<file path="src/hdl/kse_pkg.sv">
// Shared types, constants and the key-to-segment table for the keypad scan
// and seven-segment entry block. No dependencies.
`timescale 1ns / 1ps
`default_nettype none

package kse_pkg;

    localparam int DWELL_WIDTH_DEF = 16;  // default dwell counter width
    localparam int CFG_DWELL_W     = 16;  // width of the dwell registers
    localparam int SEG_W           = 8;
    localparam int CFG_IDX_W       = 3;
    localparam int CFG_DATA_W      = 16;
    localparam int NUM_DIGITS      = 4;
    localparam int PRESS_CNT_W     = 3;

    localparam logic [CFG_DWELL_W-1:0] ROW_DWELL_RST = 16'd1600;
    localparam logic [CFG_DWELL_W-1:0] DIG1_DWELL_RST = 16'd4800;
    localparam logic [CFG_DWELL_W-1:0] DIG2_DWELL_RST = 16'd4800;
    localparam logic [CFG_DWELL_W-1:0] DIG3_DWELL_RST = 16'd6400;
    localparam logic [CFG_DWELL_W-1:0] DIG4_DWELL_RST = 16'd800;
    localparam logic [SEG_W-1:0]       BLANK_RST      = 8'h7F;

    // presses per entry before the display is wiped
    localparam logic [PRESS_CNT_W-1:0] PRESS_WRAP = 3'd5;

    typedef enum logic [CFG_IDX_W-1:0] {
        CFG_ROW_DWELL  = 3'd0,
        CFG_DIG1_DWELL = 3'd1,
        CFG_DIG2_DWELL = 3'd2,
        CFG_DIG3_DWELL = 3'd3,
        CFG_DIG4_DWELL = 3'd4,
        CFG_BLANK      = 3'd5
    } t_cfg_idx;

    // one recorded key press handed to the digit store
    typedef struct packed {
        logic       valid;
        logic [3:0] code;
    } t_press;

    function automatic logic [SEG_W-1:0] seg_lookup(input logic [3:0] code);
        logic [SEG_W-1:0] seg;
        unique case (code)
            4'd0:  seg = 8'h79;
            4'd1:  seg = 8'h24;
            4'd2:  seg = 8'h30;
            4'd3:  seg = 8'h08;
            4'd4:  seg = 8'h19;
            4'd5:  seg = 8'h12;
            4'd6:  seg = 8'h02;
            4'd7:  seg = 8'h03;
            4'd8:  seg = 8'h78;
            4'd9:  seg = 8'h00;
            4'd10: seg = 8'h10;
            4'd11: seg = 8'h46;
            4'd12: seg = 8'h92;
            4'd13: seg = 8'h40;
            4'd14: seg = 8'h09;
            default: seg = 8'h21;
        endcase
        return seg;
    endfunction

endpackage

`default_nettype wire

</file>
<file path="src/hdl/kse_digits.sv">
// Four-digit pattern store: shifts in a new key pattern per press and blanks
// the display on every fifth press. Depends on kse_pkg.
`timescale 1ns / 1ps
`default_nettype none

module kse_digits (
    input  wire logic                       i_clk,
    input  wire logic                       i_rst_n,
    input  wire kse_pkg::t_press            i_press,
    input  wire logic [kse_pkg::SEG_W-1:0]  i_blank,
    input  wire logic [1:0]                 i_rd_sel,
    output logic      [kse_pkg::SEG_W-1:0]  o_pattern
);

    logic [kse_pkg::SEG_W-1:0]       r_digits [kse_pkg::NUM_DIGITS];
    logic [kse_pkg::SEG_W-1:0]       n_digits [kse_pkg::NUM_DIGITS];
    logic [kse_pkg::PRESS_CNT_W-1:0] r_press_count;
    logic [kse_pkg::PRESS_CNT_W-1:0] n_press_count;
    logic [kse_pkg::PRESS_CNT_W-1:0] w_count_inc;

    assign w_count_inc = r_press_count + 1'b1;

    always_comb begin
        n_digits      = r_digits;
        n_press_count = r_press_count;
        if (i_press.valid) begin
            if (w_count_inc >= kse_pkg::PRESS_WRAP) begin
                n_press_count = '0;
                for (int k = 0; k < kse_pkg::NUM_DIGITS; k++) begin
                    n_digits[k] = i_blank;
                end
            end else begin
                n_press_count = w_count_inc;
                // press n only moves the first n digits
                for (int k = 1; k < kse_pkg::NUM_DIGITS; k++) begin
                    if (k < int'(w_count_inc)) begin
                        n_digits[k] = r_digits[k-1];
                    end
                end
                n_digits[0] = kse_pkg::seg_lookup(i_press.code);
            end
        end
    end

    always_ff @(posedge i_clk) begin
        if (!i_rst_n) begin
            r_press_count <= '0;
            for (int k = 0; k < kse_pkg::NUM_DIGITS; k++) begin
                r_digits[k] <= kse_pkg::BLANK_RST;
            end
        end else begin
            r_press_count <= n_press_count;
            r_digits      <= n_digits;
        end
    end

    assign o_pattern = r_digits[i_rd_sel];

endmodule

`default_nettype wire

</file>
<file path="src/hdl/keypad_scan_seven_segment_entry.sv">
// Keypad scan and four-digit seven-segment entry, top level.
// Depends on kse_pkg and kse_digits.
//
// Usage: each transaction on the input channel (i_in_valid / o_in_ready)
// is one scan tick carrying the 4-bit column sample. Every accepted tick
// yields exactly one result transaction on the output channel
// (o_out_valid / i_out_ready): row drive, digit select, segment byte, and
// a key_accepted strobe with its key code.
// o_out_valid rises in the cycle after acceptance. Throughput is one tick
// per cycle while results are taken; the whole scan step runs between the
// sequencer state and output register, so ticks may follow back to back.
// The output register frees up in the cycle it is taken, so a new tick is
// accepted while a result is handed off. When the receiver stalls, the
// result is held and o_in_ready drops until it is taken.
// Reset (synchronous, active low) puts the sequencer in row phase 0,
// loads default dwell counts and blank pattern, and blanks all digits.
// Config writes (i_cfg_wr_en) take effect at once; write only while idle.
`timescale 1ns / 1ps
`default_nettype none

module keypad_scan_seven_segment_entry #(
    parameter int DWELL_WIDTH = kse_pkg::DWELL_WIDTH_DEF
) (
    input  wire logic                            i_clk,
    input  wire logic                            i_rst_n,
    input  wire logic                            i_in_valid,
    output logic                                 o_in_ready,
    input  wire logic [3:0]                      i_column_sample,
    output logic                                 o_out_valid,
    input  wire logic                            i_out_ready,
    output logic      [3:0]                      o_row_drive,
    output logic      [3:0]                      o_digit_select,
    output logic      [kse_pkg::SEG_W-1:0]       o_segments,
    output logic                                 o_key_accepted,
    output logic      [3:0]                      o_key_code,
    input  wire logic                            i_cfg_wr_en,
    input  wire logic [kse_pkg::CFG_IDX_W-1:0]   i_cfg_index,
    input  wire logic [kse_pkg::CFG_DATA_W-1:0]  i_cfg_wdata
);

    localparam int DW    = kse_pkg::CFG_DWELL_W;
    localparam int EXT_W = ((DWELL_WIDTH > DW) ? DWELL_WIDTH : DW) + 1;
    localparam logic [EXT_W-1:0] DWELL_CAP = EXT_W'(1) << DWELL_WIDTH;

    // configuration
    logic [DW-1:0]             r_row_dwell;
    logic [DW-1:0]             r_dig_dwell [kse_pkg::NUM_DIGITS];
    logic [kse_pkg::SEG_W-1:0] r_blank;

    // sequencer state
    logic [2:0]                r_phase,          n_phase;
    logic [DWELL_WIDTH-1:0]    r_dwell,          n_dwell;
    logic                      r_row_checked,    n_row_checked;
    logic                      r_awaiting,       n_awaiting;
    logic [1:0]                r_held_col,       n_held_col;
    logic [3:0]                r_shown_sel,      n_shown_sel;
    logic [kse_pkg::SEG_W-1:0] r_shown_seg,      n_shown_seg;

    // output register
    logic                      r_out_valid;
    logic [3:0]                r_row_drive,      n_row_drive;
    logic                      r_key_acc;
    logic [3:0]                r_key_code;

    logic                      w_accept;
    logic                      w_display;
    logic [1:0]                w_sub;
    logic [DW-1:0]             w_dwell_reg;
    logic [EXT_W-1:0]          w_eff_dwell;
    logic [EXT_W-1:0]          w_dwell_next;
    logic                      w_dwell_done;
    logic                      w_one_hot;
    logic [1:0]                w_col_enc;
    logic [kse_pkg::SEG_W-1:0] w_pattern;
    kse_pkg::t_press           w_press;

    assign o_in_ready = !r_out_valid || i_out_ready;
    assign w_accept   = i_in_valid && o_in_ready;
    assign w_display  = r_phase[2];
    assign w_sub      = r_phase[1:0];

    // one dwell compare, shared by row and digit phases
    assign w_dwell_reg  = w_display ? r_dig_dwell[w_sub] : r_row_dwell;
    assign w_dwell_next = EXT_W'(r_dwell) + EXT_W'(1);

    always_comb begin
        w_eff_dwell = EXT_W'(w_dwell_reg);
        if (w_eff_dwell == '0) begin
            w_eff_dwell = EXT_W'(1);
        end else if (w_eff_dwell > DWELL_CAP) begin
            w_eff_dwell = DWELL_CAP;
        end
    end

    assign w_dwell_done = (w_dwell_next >= w_eff_dwell);

    always_comb begin
        w_one_hot = 1'b1;
        w_col_enc = 2'd0;
        unique case (i_column_sample)
            4'b0001: w_col_enc = 2'd0;
            4'b0010: w_col_enc = 2'd1;
            4'b0100: w_col_enc = 2'd2;
            4'b1000: w_col_enc = 2'd3;
            default: w_one_hot = 1'b0;
        endcase
    end

    kse_digits u_digits (
        .i_clk     (i_clk),
        .i_rst_n   (i_rst_n),
        .i_press   (w_press),
        .i_blank   (r_blank),
        .i_rd_sel  (w_sub),
        .o_pattern (w_pattern)
    );

    always_comb begin
        n_phase       = r_phase;
        n_dwell       = r_dwell;
        n_row_checked = r_row_checked;
        n_awaiting    = r_awaiting;
        n_held_col    = r_held_col;
        n_shown_sel   = r_shown_sel;
        n_shown_seg   = r_shown_seg;
        w_press.valid = 1'b0;
        w_press.code  = 4'd0;
        n_row_drive   = 4'b1000;

        if (!w_display) begin
            n_row_drive = 4'b0001 << w_sub;
            if (!r_row_checked) begin
                // check tick: does not count toward the dwell
                n_row_checked = 1'b1;
                n_dwell       = '0;
                if (w_one_hot) begin
                    n_awaiting = 1'b1;
                    n_held_col = w_col_enc;
                end
            end else if (r_awaiting) begin
                if (i_column_sample != (4'b0001 << r_held_col)) begin
                    n_awaiting    = 1'b0;
                    n_dwell       = '0;
                    w_press.valid = 1'b1;
                    w_press.code  = {w_sub, r_held_col};
                end
            end else if (w_dwell_done) begin
                n_dwell       = '0;
                n_phase       = r_phase + 3'd1;
                n_row_checked = 1'b0;
            end else begin
                n_dwell = w_dwell_next[DWELL_WIDTH-1:0];
            end
        end else begin
            n_shown_sel = 4'b1000 >> w_sub;
            n_shown_seg = w_pattern;
            if (w_dwell_done) begin
                n_dwell       = '0;
                n_phase       = r_phase + 3'd1;
                n_row_checked = 1'b0;
            end else begin
                n_dwell = w_dwell_next[DWELL_WIDTH-1:0];
            end
        end

        if (!w_accept) begin
            w_press.valid = 1'b0;
        end
    end

    // configuration registers
    always_ff @(posedge i_clk) begin
        if (!i_rst_n) begin
            r_row_dwell    <= kse_pkg::ROW_DWELL_RST;
            r_dig_dwell[0] <= kse_pkg::DIG1_DWELL_RST;
            r_dig_dwell[1] <= kse_pkg::DIG2_DWELL_RST;
            r_dig_dwell[2] <= kse_pkg::DIG3_DWELL_RST;
            r_dig_dwell[3] <= kse_pkg::DIG4_DWELL_RST;
            r_blank        <= kse_pkg::BLANK_RST;
        end else if (i_cfg_wr_en) begin
            case (i_cfg_index)
                kse_pkg::CFG_ROW_DWELL:  r_row_dwell    <= i_cfg_wdata[DW-1:0];
                kse_pkg::CFG_DIG1_DWELL: r_dig_dwell[0] <= i_cfg_wdata[DW-1:0];
                kse_pkg::CFG_DIG2_DWELL: r_dig_dwell[1] <= i_cfg_wdata[DW-1:0];
                kse_pkg::CFG_DIG3_DWELL: r_dig_dwell[2] <= i_cfg_wdata[DW-1:0];
                kse_pkg::CFG_DIG4_DWELL: r_dig_dwell[3] <= i_cfg_wdata[DW-1:0];
                kse_pkg::CFG_BLANK:      r_blank <= i_cfg_wdata[kse_pkg::SEG_W-1:0];
                default: ;  // unmapped index, ignored
            endcase
        end
    end

    // sequencer state, advanced once per accepted tick
    always_ff @(posedge i_clk) begin
        if (!i_rst_n) begin
            r_phase       <= '0;
            r_dwell       <= '0;
            r_row_checked <= 1'b0;
            r_awaiting    <= 1'b0;
            r_held_col    <= '0;
            r_shown_sel   <= '0;
            r_shown_seg   <= '0;
        end else if (w_accept) begin
            r_phase       <= n_phase;
            r_dwell       <= n_dwell;
            r_row_checked <= n_row_checked;
            r_awaiting    <= n_awaiting;
            r_held_col    <= n_held_col;
            r_shown_sel   <= n_shown_sel;
            r_shown_seg   <= n_shown_seg;
        end
    end

    // output register
    always_ff @(posedge i_clk) begin
        if (!i_rst_n) begin
            r_out_valid <= 1'b0;
        end else if (w_accept) begin
            r_out_valid <= 1'b1;
        end else if (i_out_ready) begin
            r_out_valid <= 1'b0;
        end
    end

    always_ff @(posedge i_clk) begin
        if (w_accept) begin
            r_row_drive <= n_row_drive;
            r_key_acc   <= w_press.valid;
            r_key_code  <= w_press.code;
        end
    end

    assign o_out_valid    = r_out_valid;
    assign o_row_drive    = r_row_drive;
    assign o_digit_select = r_shown_sel;
    assign o_segments     = r_shown_seg;
    assign o_key_accepted = r_key_acc;
    assign o_key_code     = r_key_code;

endmodule

`default_nettype wire
</file>
<file path="config.mk">
export PLATFORM = sky130hd
export DESIGN_NAME = keypad_scan_seven_segment_entry
export DESIGN_NICKNAME = d
export VERILOG_FILES = /design/src/hdl/kse_pkg.sv /design/src/hdl/kse_digits.sv /design/src/hdl/keypad_scan_seven_segment_entry.sv
export SDC_FILE = /design/constraint.sdc
export NUM_CORES = 1
export LEC_CHECK = 0
export ABC_AREA = 1
export BUFFER_PORTS_ARGS = -buffer_cell sky130_fd_sc_hd__buf_2
export CAP_MARGIN = 0
export CORE_ASPECT_RATIO = 1.4
export CORE_UTILIZATION = 61
export DETAILED_ROUTE_END_ITERATION = 8
export GPL_ROUTABILITY_DRIVEN = 0
export PLACE_DENSITY = 0.76
export RECOVER_POWER = 100
export SLEW_MARGIN = 0
export SYNTH_ARGS = -nofsm -noshare
export SYNTH_HDL_FRONTEND = slang
export SYNTH_SLANG_ARGS = --single-unit
</file>
<file path="constraint.sdc">
create_clock -name i_clk -period 3.1 [get_ports i_clk]
set_clock_uncertainty 0.1 [all_clocks]
set_input_delay 0.31 -clock i_clk [delete_from_list [all_inputs] [get_ports i_clk]]
set_output_delay 0.31 -clock i_clk [all_outputs]
set_load 0.02 [all_outputs]
</file>
* Word level (Yosys, flattened, before mapping)
Memories as Yosys holds them, arrays and structs flattened. A register that Yosys moved wholly into a read port is not among the register bits.
Index checks and enable logic that the tools add are counted.
** Word-level totals
- Memories kept :: 2
- Bits in registers :: 104
- Word-level logic and storage cells :: 139
- Bits in read-only memories :: 128
- Memory bits (writable) :: 64
** Cells by class
- Reductions and logical operators :: 23
- Add/sub/neg operators :: 3
- Mux-type cells :: 62
- Shift-type cells :: 3
- Eq/ne operators :: 13
- Bitwise gates (word level) :: 7
- Magnitude comparators :: 7
** Memories
- (name not given) :: depth 16, bits a word 8, read ports 1, clocked after Yosys merged registers in 0, wr ports 0, RTL line kse_pkg.sv:43 : unique case (code)
- r_dig_dwell :: depth 4, bits a word 16, read ports 1, clocked after Yosys merged registers in 1, wr ports 4, RTL line keypad_scan_seven_segment_entry.sv:47 : logic [DW-1:0] r_dig_dwell [kse_pkg::NUM_DIGITS];
** Operators by type and width (count)
- $mux W16 :: 10
- $mux W8 :: 5
- $mux W17 :: 2
- $mux W32 :: 1
- $mux W1 :: 30
- $mux W5 :: 4
- $mux W3 :: 6
- $add A16 B1 Y17 const B :: 1
- $ge A17 B17 Y1 :: 1
- $gt A16 B17 Y1 const B :: 1
- $bmux W8 S2 :: 1
- $logic_not A16 Y1 :: 1
- $reduce_and A2 Y1 :: 8
- $reduce_bool A2 Y1 :: 6
- $reduce_and A4 Y1 :: 2
- $shl A1 B2 Y4 const A :: 2
- $add A3 B1 Y3 const B :: 2
- $eq A3 B2 Y1 const B :: 2
- $eq A3 B3 Y1 const B :: 2
- $ge A3 B3 Y1 const B :: 2
- $lt A2 B3 Y1 const A :: 2
- $pmux W2 S3 :: 1
- $eq A4 B1 Y1 const B :: 1
- $eq A4 B2 Y1 const B :: 1
- other kinds (19) :: 24

* Depth between registers and ports, before layout
Gate-level depths: netlist of run 1.
- Depth in word-level cells :: 11
- Mapped depth :: 25
- Mapped depth without buffers :: 23

* Modules after synthesis
From an unflattened synthesis of run 1, not the netlist that was laid out.
** Unflattened totals
- Cell total of the unflattened synthesis :: 1083
- Area total of the unflattened synthesis :: 8564.5 µm²
** By module, submodules not included
- keypad_scan_seven_segment_entry :: cells an instance 765, instances 1, sequential area each 3433.3 µm², area an instance 6540.0 µm²
- kse_digits :: cells an instance 318, instances 1, sequential area each 700.7 µm², area an instance 2024.4 µm²

* Worst setup path before layout of run 1
Ideal clock, no wire load.
- Path kind :: flip-flop to flip-flop
- Start point :: reg r_dwell[0]
- End point :: reg r_dwell[11]
- Clock period less this slack :: 2768 ps
- Arrival :: 2598 ps
- Data required time :: 2930 ps
- Setup slack :: 332 ps
- Cell stages (with the launch flop) :: 22
- Library setup time :: 70 ps
- Path through :: dfxtp_1 -> ha_1 -> nand2_1 -> nor2_4 -> nand2_2 -> nor3_1 -> nand3_1 -> xor2_1 -> inv_1 -> ha_1 -> nand2_1 -> inv_1 -> nand2_1 -> nor2_1 -> nand3_1 -> nand3_1 -> nand2_1 -> nand3_4 -> nor2_8 -> buf_8 -> nand2_1 -> a21oi_2
** On the way
- Cells in the longest elaborated chain, start to end :: 6
** RTL lines
- start, declared :: RTL line keypad_scan_seven_segment_entry.sv:52 : logic [DWELL_WIDTH-1:0] r_dwell, n_dwell;
- start signal, assigned :: RTL line keypad_scan_seven_segment_entry.sv:205 : r_dwell <= n_dwell;
- $add A16 B1 Y17 (*) :: RTL line keypad_scan_seven_segment_entry.sv:84 : assign w_dwell_next = EXT_W'(r_dwell) + EXT_W'(1);
- $ge A17 B17 Y1 :: RTL line keypad_scan_seven_segment_entry.sv:95 : assign w_dwell_done = (w_dwell_next >= w_eff_dwell);
- $mux W16 (*) :: RTL line keypad_scan_seven_segment_entry.sv:147, keypad_scan_seven_segment_entry.sv:157
- $mux W16 :: RTL line keypad_scan_seven_segment_entry.sv:140 : end else if (r_awaiting) begin
- $mux W16 :: RTL line keypad_scan_seven_segment_entry.sv:132 : if (!r_row_checked) begin
- $mux W16 (*) :: RTL line keypad_scan_seven_segment_entry.sv:130 : if (!w_display) begin
Mark *: on every way between the ends. The rest lies on a longest branch, timed or not.
A chain may end at the register's enable or synchronous reset.

* Worst setup path in the final report of run 1
- Start point :: reg r_dwell[0]
- End point :: reg r_dwell[4]
Same word-level chain as after synthesis.

==> results of run 1 <==
where the power goes:
| part | internal [W] | total [W] | switching [W] |
|---|---|---|---|
| combinational | 0.000119 | 0.000373 | 0.000254 |
| clock | 0.00132 | 0.00218 | 0.000862 |
| sequential | 0.00242 | 0.00246 | 0.0000338 |
| total | 0.00386 | 0.00501 | 0.00115 |
kinds of logic (layout without fill, tap and decap cells):
group                      Yosys count  after routing  synth area share, %
xor gates and xnor gates            16             16                 1.66
and+or+nand+nor                    426            427                 21.1
adders and majority gates           27             27                 4.00
AOI/OAI and AO/OA                  250            250                 16.5
buffers and inverters              153            208                 7.30
muxes                                4              4                0.475
DFF                                170            170                 49.0
worst paths after layout:
kind                              from  slack (ns)                    to
setup / recovery            r_dwell[0]        0.19            r_dwell[4]
hold / removal         i_cfg_wdata[12]        0.10       r_row_dwell[12]
setup reg to reg            r_dwell[0]        0.19            r_dwell[4]
hold reg to reg   u_digits.r_digits[6]        0.36  u_digits.r_digits[6]
worst max-delay path: cells and delay by family (launching register included):
| family | cells | cell delay (ns) |
|---|---|---|
| buffers and inverters | 4 | 0.41 |
| AND/OR/NAND/NOR | 13 | 1.38 |
| XOR/XNOR | 1 | 0.16 |
| adder cells (fa/ha/maj) | 1 | 0.28 |
| AO/OA/AOI/OAI | 1 | 0.15 |
| flip-flops | 1 | 0.34 |
layer usage:
metal | vias to the layer above | global-route usage, % | share of wire (%)
li1 | 3550 | - | -
met1 | 3289 | 32.8 | 39
met2 | 212 | 53.5 | 53
met3 | 58 | 4.66 | 4.5
met4 | 0 | 15.9 | 4.1
met5 | - | 0 | 0
stage by stage:
step | setup slack, ns | cell area, um2
finish | 0.186 | 9530
detailed placement | 0.0533 | 8870
global route | -0.0696 | 9530
CTS | 0.0325 | 9490
floorplan | 0.332 | 8440
global placement | 0.130 | 8870
synthesized netlist by cell type, drive strengths merged (4+ instances only):
library cell,instances
nand2,218
nor2,148
o21ai,127
inv,102
dfxtp,97
a21oi,82
edfxtp,73
nand3,40
clkbuf,38
ha,27
buf,13
nand4,12
o22ai,12
xor2,11
o211ai,10
a31oi,9
o21a,9
nor3,6
xnor2,5
mux2i,4
sequential cells by signal, summed over array words and instances (netlist names), 2 cells and up, named ones only:
| signal | flops |
|---|---|
| r_dig_dwell | 64 |
| r_phase | 3 |
| o_digit_select | 4 |
| u_digits.r_digits | 32 |
| o_segments | 8 |
| r_dwell | 16 |
| r_blank | 8 |
| o_key_code | 4 |
| r_row_dwell | 16 |
| r_held_col | 2 |
| o_row_drive | 4 |
| u_digits.r_press_count | 3 |
cell type report:
class | count | area (um2)
Inverter | 102 | 388
Timing Repair Buffer | 74 | 433
Sequential cell | 170 | 4140
Tap cell | 182 | 228
Clock buffer | 27 | 589
Clock inverter | 5 | 36.3
Multi-Input combinational cell | 724 | 3710
Fill cell | 1116 | 3920
what timing repair did:
action | 4_1_cts | 5_1_grt
endpoints found under the hold margin | 0 | 0
setup endpoints to repair | 0 | 22
buffers inserted | 0 | 3
hold buffers | 0 | 0
resized for setup | 0 | 21
==> run metrics, run 1 <==
post-layout util between 70% and 80%; largest net degree at the start of global routing 37; slew margin rel. 22.1%; syn_area_per_cell ~8 um2; mapped cell area ~8400 um2; TritonCTS Sinks 170; Primary FF master, synth dfxtp_1; part of the cycle the worst path needs 94.0%; H-tree depth 4; DR WL/cell between 15 and 20 um; Final Power about 0.0050 W; Worst setup SP type register; ranking of synthesized cells by area edfxtp_1, dfxtp_1, nand2_1; vias approximately 7,100; number of routed nets with antenna violations 0; fin crit period roughly 3 ns; 1st-pass router iterations 5; Initial Utilization a little over three fifths; Post-synth ARST share 0%; Pleak ~4 nW; Starting DRT DRC Count around 410; Max Root-Sink Buffers 2; final WL roughly 21 mm; critical path's slowest cell dfxtp_1; Rows 50; Core Region between 10,000 and 15,000 um2; max frequency between 300 and 400 MHz; vias in the first global route between 6,000 and 7,000; cts bufs inserted 17; root buffer cell clkbuf_16; Fin. Hold Viols 0; YS warnings 0; leading area contributor after synthesis edfxtp_1; worst hold margin approximately 0.10 ns; via-per-instance ratio between 5 and 6; Worst path most repeated cell nand2_1; clk_lat worst skew roughly 0.42 ns; fraction of final layout cells sized beyond drive strength 1 10.6%; global-route wire length before repair 32.3 mm; CP peak stage delay about 0.34 ns; RSZ-0062 raised after global routing yes; Diodes inserted 0; Req. time, crit path approximately 3.3 ns; # setup viols final 0; Worst-path clk slew ~0.06 ns; syn_nets 1,101; GRT overflow 0; DRC violations left 0; sequential share of the synthesized area 49.0%; most frequent cells in the layout nand2_1, nor2_1, o21ai_0; library cells used by synthesis 39; Die Area about 14,000 um2; nets@finish 1,144; #FFs+latches synth 170; die width slightly above 100 um; reg2reg path depth 20; port buffer count 50; status finished, final reports clean; number of max-cap violations 0; GRT Overall Usage between 20% and 30%; Final Non-Filler Cells around 1,300; CP max FO 8; actual slew at the worst max-slew pin 1.17 ns; Die Ht 141 um; CP Capture Type register; hold path cells 3; Hold/Removal Path Class input pin to register; Slew Limit Fails 0; most common cell after layout, fill and taps aside nand2_1; Final HPWL DP roughly 14 mm; number of synthesized flops with an enable pin 73; PwrDens 526 nW/um2; Post-Route Setup TNS 0 ns; WS Path Type register to register; CTS tree done; I/O pin count slightly above 50; Yosys top cell area share between 20 and 30%; Area growth, synth to finish 12.9%; CP cell instances buf_4 -> nand3_1 -> inv_1 -> nand2_1 -> nor2_2 -> nand4_1 -> xor2_1 -> inv_1 -> ha_1 -> nand2_1 -> inv_1 -> nand2_1 -> nor2_1 -> nand3_1 -> nand3_1 -> nand2_1 -> nand3_4 -> nor2_8 -> nand2_1 -> a21oi_2; peak supply drop between 0.3 and 0.4 mV; initial antenna violation count 0; Post-Synthesis Cells roughly 1,000; Critical Path AT about 3.2 ns; dpl cells about 1,200
Power figures use the tool's default switching activity.
==> run 2, diff against run 1 <==
--- a/config.mk
+++ b/config.mk
@@ -8,7 +8,8 @@
 export ABC_AREA = 1
 export BUFFER_PORTS_ARGS = -buffer_cell sky130_fd_sc_hd__buf_2
 export CAP_MARGIN = 0
-export CORE_ASPECT_RATIO = 1.4
+export CORE_ASPECT_RATIO = 0.6
+export CORE_MARGIN = 2
 export CORE_UTILIZATION = 61
 export DETAILED_ROUTE_END_ITERATION = 8
 export GPL_ROUTABILITY_DRIVEN = 0
==> run 2 against run 1 <==
Compared with the run above: non-clock buffer count is the same; setup slack lost 0.025 ns; cell area shrank 0.21%; clock power shrank 5%; critical path depth shrank 12; utilization shrank 0.85 points; critical endpoint is now u_digits.r_digits[25].
==> run metrics, run 2 (synthesis gave the netlist of run 1 again) <==
status finished, final reports clean (unchanged); Slew Limit Fails 0 (unchanged); CTS Hold Buffers Added 0 (unchanged); die width 156 um (was 101 um); most frequent cells in the layout nand2_1, nor2_1, o21ai_0 (unchanged); 1st-pass router iterations 5 (unchanged); Buf/Inv on CP 2 (was 4); DRC violations left 0 (unchanged); port buffer count 50 (unchanged); Die Area 14,800 um2 (was 14,300 um2); most common cell after layout, fill and taps aside nand2_1 (unchanged); number of max-cap violations 0 (unchanged); clk_lat worst skew 0.43 ns (was 0.42 ns); fraction of final layout cells sized beyond drive strength 1 11.3% (was 10.6%); H-tree depth 4 (unchanged); placed cell areas 8840 um2 (was 8870 um2); DR WL/cell 16.9 um (was 16.0 um); dpl cells 1,239 (was 1,248); fin crit period 2.94 ns (was 2.91 ns); Max Root-Sink Buffers 2 (unchanged); final WL 21.5 mm (was 20.5 mm); actual slew at the worst max-slew pin 1.02 ns (was 1.17 ns); Worst-path clk slew 0.07 ns (was 0.06 ns); Area growth, synth to finish 12.7% (was 12.9%); PwrDens 518 nW/um2 (was 526 nW/um2); peak supply drop 0.326 mV (was 0.343 mV); via-per-instance ratio 5.72 (was 5.54); Core Region 13,600 um2 (was 13,500 um2); Finished Cell Area 9510 um2 (was 9530 um2); Final HPWL DP 14.0 mm (was 13.5 mm); part of the cycle the worst path needs 94.8% (was 94.0%); post-layout util 70.0% (was 70.8%); CP cell instances clkbuf_1 -> inv_1 -> nand4_1 -> nand2_1 -> o21ai_0 -> nand2_1 -> nand2_1 -> nand2_1 (was buf_4 -> nand3_1 -> inv_1 -> nand2_1 -> nor2_2 -> nand4_1 -> xor2_1 -> inv_1 -> ha_1 -> nand2_1 -> inv_1 -> nand2_1 -> nor2_1 -> nand3_1 -> nand3_1 -> nand2_1 -> nand3_4 -> nor2_8 -> nand2_1 -> a21oi_2); Regs by FF count r_dig_dwell (64), u_digits.r_digits (32) (unchanged); Final Power 0.00492 W (was 0.00501 W); critical path's top delay family buffers and inverters (was simple AND/OR/NAND/NOR gates); Initial Utilization 62.1% (was 62.7%); Diodes inserted 0 (unchanged); Req. time, crit path 3.32 ns (was 3.34 ns); nets@finish 1,144 (unchanged); number of routed nets with antenna violations 0 (unchanged); cts bufs inserted 17 (unchanged); Fin. Hold Viols 0 (unchanged); slew margin rel. 32.3% (was 22.1%); Final WS setup 0.160 ns (was 0.186 ns); Hold/Removal Path Class input pin to register (unchanged); global-route wire length before repair 32.7 mm (was 32.3 mm); max reg flops 64 (unchanged); Worst setup SP type register (unchanged); vias 7,309 (was 7,109); CP max FO 23 (was 8); root buffer cell clkbuf_16 (unchanged); GRT Overall Usage 29.1% (was 29.6%); initial antenna violation count 0 (unchanged); vias in the first global route 6,228 (was 6,749); Pleak 4.10 nW (was 4.12 nW); critical path's slowest cell clkbuf_1 (was dfxtp_1); CP peak stage delay 0.75 ns (was 0.34 ns); Starting DRT DRC Count 685 (was 413); CTS tree done (unchanged); R2R setup slack 0.16 ns (was 0.19 ns); I/O pin count 51 (unchanged); FILL cells 1,096 (was 1,116); Rows 33 (was 50); largest net degree at the start of global routing 57 (was 37); Final Non-Filler Cells 1,277 (was 1,284); Worst path most repeated cell nand2_1 (unchanged); max frequency 340 MHz (was 343 MHz); Die Ht 95.1 um (was 141 um); register with the most flip-flops r_dig_dwell (unchanged); GRT overflow 0 (unchanged); Place WS 0.0674 ns (was 0.0533 ns); TritonCTS Sinks 170 (unchanged); CP Capture Type register (unchanged); # setup viols final 0 (unchanged); Critical Path AT 3.16 ns (was 3.15 ns); WS Path Type register to register (unchanged)
## run 2: stage by stage
stage	TNS, ns	hold WS [ns]
2_1_floorplan	0	0.324
3_3_place_gp	0	0.337
3_5_place_dp	0	0.340
4_1_cts	0	0.0795
5_1_grt	-0.266	0.100
6_report	0	0.0903
## run 2: final timing paths
check | startpoint | endpoint | cells after the start
max | r_phase[0] | u_digits.r_digits[25] | 8
min | i_out_ready | o_out_valid | 4
max reg2reg | r_phase[0] | u_digits.r_digits[25] | 8
min reg2reg | u_digits.r_digits[0] | u_digits.r_digits[0] | 2
## run 2: timing repair
item                                    4_1_cts  5_1_grt
setup buffers                                 0        5
endpoints found under the setup margin        0       29
gates resized for setup                       0       27
## run 2: worst min-delay path, delay by kind of cell
kind	cells	cell delay (ns)
AO/OA/AOI/OAI	1	0.07
buffers and inverters	2	0.10
AND/OR/NAND/NOR	1	0.08
## run 2: final cells by class
| type | instances | area [um2] | share of cell area, % |
|---|---|---|---|
| clock inverter | 15 | 155 | 1.63 |
| multi-input combinational | 724 | 3760 | 39.5 |
| inverter | 102 | 388 | 4.08 |
| tap | 175 | 219 | 2.30 |
| clock buffer | 17 | 425 | 4.47 |
| timing repair buffer | 74 | 424 | 4.46 |
| sequential | 170 | 4140 | 43.5 |
## run 2: power breakdown
group	switching (W)	internal [W]	total, W
combinational	0.000263	0.000118	0.000381
clock	0.00101	0.00108	0.00208
sequential	0.0000346	0.00242	0.00246
total	0.00131	0.00362	0.00492
## run 2: per-layer routing
| metal | up-vias | part of all wire [%] | track usage (%) |
|---|---|---|---|
| met2 | 377 | 40 | 39.5 |
| met4 | 0 | 1.2 | 9.33 |
| met1 | 3339 | 48 | 45.2 |
| li1 | 3563 | - | - |
| met5 | - | 0 | 0 |
| met3 | 30 | 11 | 6.91 |
